### src/hdl/cctod_pkg.sv
// ----------------------------------------------------------------------------
// Cycle count to time of day: shared types and constants
// Widths, register indexes and the word carried between divider cells.
// ----------------------------------------------------------------------------
package cctod_pkg;

    localparam int CountW  = 64;
    localparam int RateW   = 34;
    localparam int OsecW   = 40;
    localparam int NsW     = 30;
    localparam int UsW     = 20;
    localparam int IdxW    = 3;
    localparam int CfgW    = 64;

    // Cells in the seconds divider (one per count bit) and in the fraction
    // divider (one per nanosecond quotient bit).
    localparam int CellsA  = CountW;
    localparam int CellsB  = NsW;

    localparam logic [NsW-1:0]  NS_ONE_SEC = NsW'(1000000000);
    localparam logic [NsW-1:0]  NS_MAX     = NsW'(999999999);
    localparam logic [RateW-1:0] RATE_RESET = RateW'(1000000000);

    // floor(n / 1000) = (n * US_RECIP) >> US_SHIFT for every n below 2^30.
    localparam int              US_SHIFT = 40;
    localparam logic [30:0]     US_RECIP = 31'd1099511628;

    typedef enum logic [IdxW-1:0] {
        REG_ORIGIN_SEC  = 3'd0,
        REG_ORIGIN_NS   = 3'd1,
        REG_RATE        = 3'd2,
        REG_LOCAL_EN    = 3'd3
    } cfg_idx_t;

    // Word handed from one restoring-division cell to the next.
    typedef struct packed {
        logic              valid;
        logic              fb;
        logic [RateW-1:0]  rem;
        logic [CountW-1:0] dvd;
        logic [CountW-1:0] quo;
        logic [CountW-1:0] aux;
    } cell_t;

endpackage

### src/hdl/cctod_cell.sv
// ----------------------------------------------------------------------------
// Divider cell
// One restoring-division step: shifts in the next dividend bit, subtracts
// the rate where it fits and registers the word for the next cell.
// ----------------------------------------------------------------------------
module cctod_cell
    import cctod_pkg::*;
(
    input  logic             clk,
    input  logic             rst_n,
    input  logic             advance,
    input  logic [RateW-1:0] rate,
    input  cell_t            cell_in,
    output cell_t            cell_out
);

    cell_t            word_reg;
    cell_t            word_next;
    logic             valid_reg;
    logic [RateW:0]   trial;
    logic [RateW:0]   diff;

    always_comb
    begin
        trial     = {cell_in.rem, cell_in.dvd[CountW-1]};
        diff      = trial - {1'b0, rate};
        word_next = cell_in;
        word_next.dvd = {cell_in.dvd[CountW-2:0], 1'b0};
        if (trial >= {1'b0, rate})
        begin
            word_next.rem = diff[RateW-1:0];
            word_next.quo = {cell_in.quo[CountW-2:0], 1'b1};
        end
        else
        begin
            word_next.rem = trial[RateW-1:0];
            word_next.quo = {cell_in.quo[CountW-2:0], 1'b0};
        end
    end

    always_ff @(posedge clk or negedge rst_n)
    begin
        if (!rst_n)
        begin
            valid_reg <= 1'b0;
        end
        else if (advance)
        begin
            valid_reg <= cell_in.valid;
        end
    end

    always_ff @(posedge clk)
    begin
        if (advance)
        begin
            word_reg <= word_next;
        end
    end

    always_comb
    begin
        cell_out       = word_reg;
        cell_out.valid = valid_reg;
    end

endmodule

### config.mk
export PLATFORM = sky130hd
export DESIGN_NAME = cctod_cell
export DESIGN_NICKNAME = d
export VERILOG_FILES = /design/src/hdl/cctod_pkg.sv /design/src/hdl/cctod_cell.sv
export SDC_FILE = /design/constraint.sdc
export NUM_CORES = 1
export LEC_CHECK = 0
export BUFFER_PORTS_ARGS = -buffer_cell sky130_fd_sc_hd__buf_2
export CORE_MARGIN = 5
export CORE_UTILIZATION = 25
export DETAILED_ROUTE_END_ITERATION = 10
export PLACE_DENSITY_LB_ADDON = 0.25
export SETUP_SLACK_MARGIN = 0.1
export SLEW_MARGIN = 20
export SYNTH_ARGS = -nofsm -noshare
export SYNTH_HDL_FRONTEND = slang
export SYNTH_SLANG_ARGS = --single-unit
export TNS_END_PERCENT = 1
### constraint.sdc
create_clock -name clk -period 1.3 [get_ports clk]
set_input_delay 0.13 -clock clk [delete_from_list [all_inputs] [get_ports clk]]
set_output_delay 0.13 -clock clk [all_outputs]
set_load 0.01 [all_outputs]
==> impl_metrics.yaml <==
run_status:
  status: "finished with violations"
  violations: "setup timing"
synth:
  synth_compound_area_frac: 0.0921
  synthArstFlopShare: 0.00441
  synthAdderAreaFrac: 0.0482
  yosysWarnings: 0
  synth_top_area_share: 0.734
  yosysSeqAreaShare: 0.737
  synth.avg_cell_area_um2: 15.6
  synth_edf_count: 226
  synth_cell_types: 58
  ys_ff_latch: 227
  syn_area_mm2: 0.00924
  synth_nets: 891
  synthFlopType: "edfxtp_1"
  synthCells: 591
  synthMuxAreaShare: 0.0150
  synth_top_family_by_area: "compound AO/OA/AOI/OAI gates"
  synth.largest_area_cell: "edfxtp_1"
  yosys.area_share.simple: 0.0478
  synthXorXnorAreaFrac: 0.0303
  synth_area_leaders: "edfxtp_1 73%, ha_1 4.6%, a21oi_1 2.9%"
floorplanning:
  fp.dieArea_mm2: 0.0409
  num_rows: 70
  fp.dieW_um: 202
  pin_count: 493
  fp.dieH_um: 202
  initial_utilization: 0.253
  fp.coreArea_mm2: 0.0365
sta:
  setup_tns_ns: -19.16
  slew_viol_final: 0
  finalSetupViolations: 35
  hold_viol: 0
  period_needed_ns: 1.94
  max_freq_mhz: 514
  rsz0062_at_grt: "yes"
  fin_worst_skew_ns: 0
  worst_slack_ns: -0.644
  slew_headroom: 0.659
  timing.hold.ws_ns: 0.0319
  tightest_slew_ns: 0.506
  post-route-period-util: 1.50
cts:
  root_buffer: "clkbuf_16"
  htreeDepth: 1
  clock_path_buffers: 3
  clkSinkCount: 227
  cts_buffers: 26
  clk_pin_slew_ns: 0.06
  clk_latency_ns: 0.55
  cts_tree: "built"
finish:
  fillerInstances: 3229
  drive_gt1_frac: 0.496
  fin_cells: 1958
  final_common_cell: "buf_2"
  largest_reg_flops: 226
  fin_util: 0.478
  area_delta_synth_final_pct: 88.7
  nNetsFinal: 1765
  final_cell_mix: "369 x buf_2, 226 x edfxtp_1, 219 x dlygate4sd3_1"
  postLayoutCellArea_mm2: 0.0174
worst_setup_path:
  cp_cell_sequence: "buf_2, ha_2, nand3_1, o221ai_2, a31oi_4, o41ai_2, o221ai_2, o21ai_1, xor2_1, mux2_4"
  slowest_delay_ns: 0.44
  cp_slowest_cell: "o41ai_2"
  worst_setup_path_end_kind: "register"
  crit_type: "input port to register"
  critPathMaxFanout: 6
  crit_family: "compound AO/OA/AOI/OAI gates"
  crit_required_ns: 1.60
  start_kind: "input port"
  crit_arrival_ns: 2.25
  reg2reg_slack_ns: 0.52
  cpMostUsedCell: "o221ai_2"
  worst-path-buf-inv: 1
detailed_routing:
  routedWlPerCell_um: 19.3
  antenna_left: 0
  route.detailed.drc: 0
  drt_iter0_drc: 310
  drt_wl_total_mm: 37.8
  firstDrtPassIters: 5
  viasPerCell: 4.25
  via_count: 8314
global_route:
  overflow: 0
  track_usage: 0.169
  use_met3: 0.0462
  grt_first_pass_wirelength_mm: 53.8
  grt_use_met2: 0.314
  grt_max_degree: 43
  antenna_found_initial: 11
  grt_busiest_layer: "met2"
  grt_pass1_vias: 8860
  grtUsageMet1: 0.187
power_and_ir_drop:
  power_density_mw_per_mm2: 1190
  p_leak_nw: 7.64
  power_mw: 20.7
  peakVddDrop_uv: 987
placed_design:
  gp_congestion: 0.816
  dp_hpwl_mm: 28.0
  port_buffers: 490
  place_inst: 1682
  pre_cts_ws_ns: -1.29
  placed_area_mm2: 0.0134
hold_path:
  hold_path_class: "input port to register"
job:
  cap_violations: 0
-- timing repair --
| item | in CTS | in global routing |
|---|---|---|
| setup buffers | 2 | 2 |
| pin swaps | 8 | 7 |
| resized for setup | 166 | 55 |
| hold endpoints to repair | 227 | 0 |
| hold buffers | 219 | 0 |
| setup endpoints to repair | 204 | 249 |
-- cell families (layout without fill, tap and decap cells) --
logic type / after synthesis / in the layout
other cells: 1 / 8
fa+ha+maj: 35 / 35
mux: 10 / 10
xor+xnor: 32 / 32
compound gates: 127 / 127
simple gates: 99 / 99
buf+inv: 60 / 952
flops: 227 / 227
-- cells in the mapped netlist, drive strengths merged (2+ instances only) --
master,number
a21oi,58
or3,2
edfxtp,226
and3,2
a221oi,2
and2,3
inv,47
nor2b,3
o21a,5
nand3,9
a21boi,2
o31ai,3
o41ai,2
buf,10
xor2,16
o221ai,2
a21o,12
ha,34
o21ai,18
nand4,6
nor3,6
o21bai,6
mux2,10
nor2,40
xnor2,16
o2111ai,2
a31oi,5
a41oi,2
clkbuf,3
nand2,25
-- report_power, final --
part           internal [mW]  switching (mW)  total, mW
Combinational           2.63            2.10       4.73
Clock                   3.87            3.04       6.91
Sequential              8.85           0.256       9.11
-- per-layer routing --
metal,wire length (um),share of wire,vias up
li1,-,-,3970
met1,13800,0.37,3936
met2,19900,0.53,333
met3,2660,0.070,69
met4,1340,0.035,6
met5,41,0.0011,-
-- layout make-up --
| type | instances | area (um^2) | area share |
|---|---|---|---|
| Sequential cell | 227 | 6810 | 0.391 |
| Clock inverter | 15 | 116 | 0.00667 |
| Timing Repair Buffer | 859 | 6620 | 0.379 |
| Tap cell | 468 | 586 | 0.0336 |
| Multi-Input combinational cell | 304 | 2440 | 0.140 |
| Inverter | 47 | 179 | 0.0103 |
| Clock buffer | 31 | 669 | 0.0384 |
| Antenna cell | 7 | 17.5 | 0.00100 |
-- final timing paths --
kind / cells after the start / start / end
setup / recovery: 10 / cell_in[195] / cell_out[224]
hold / removal: 4 / cell_in[194] / cell_out[195]
setup reg to reg: 1 / valid_reg / valid_reg
hold reg to reg: 1 / valid_reg / valid_reg
max in group asynchronous: 3 / rst_n / valid_reg
min in group asynchronous: 3 / rst_n / valid_reg
(Power assumes the default switching activity.)
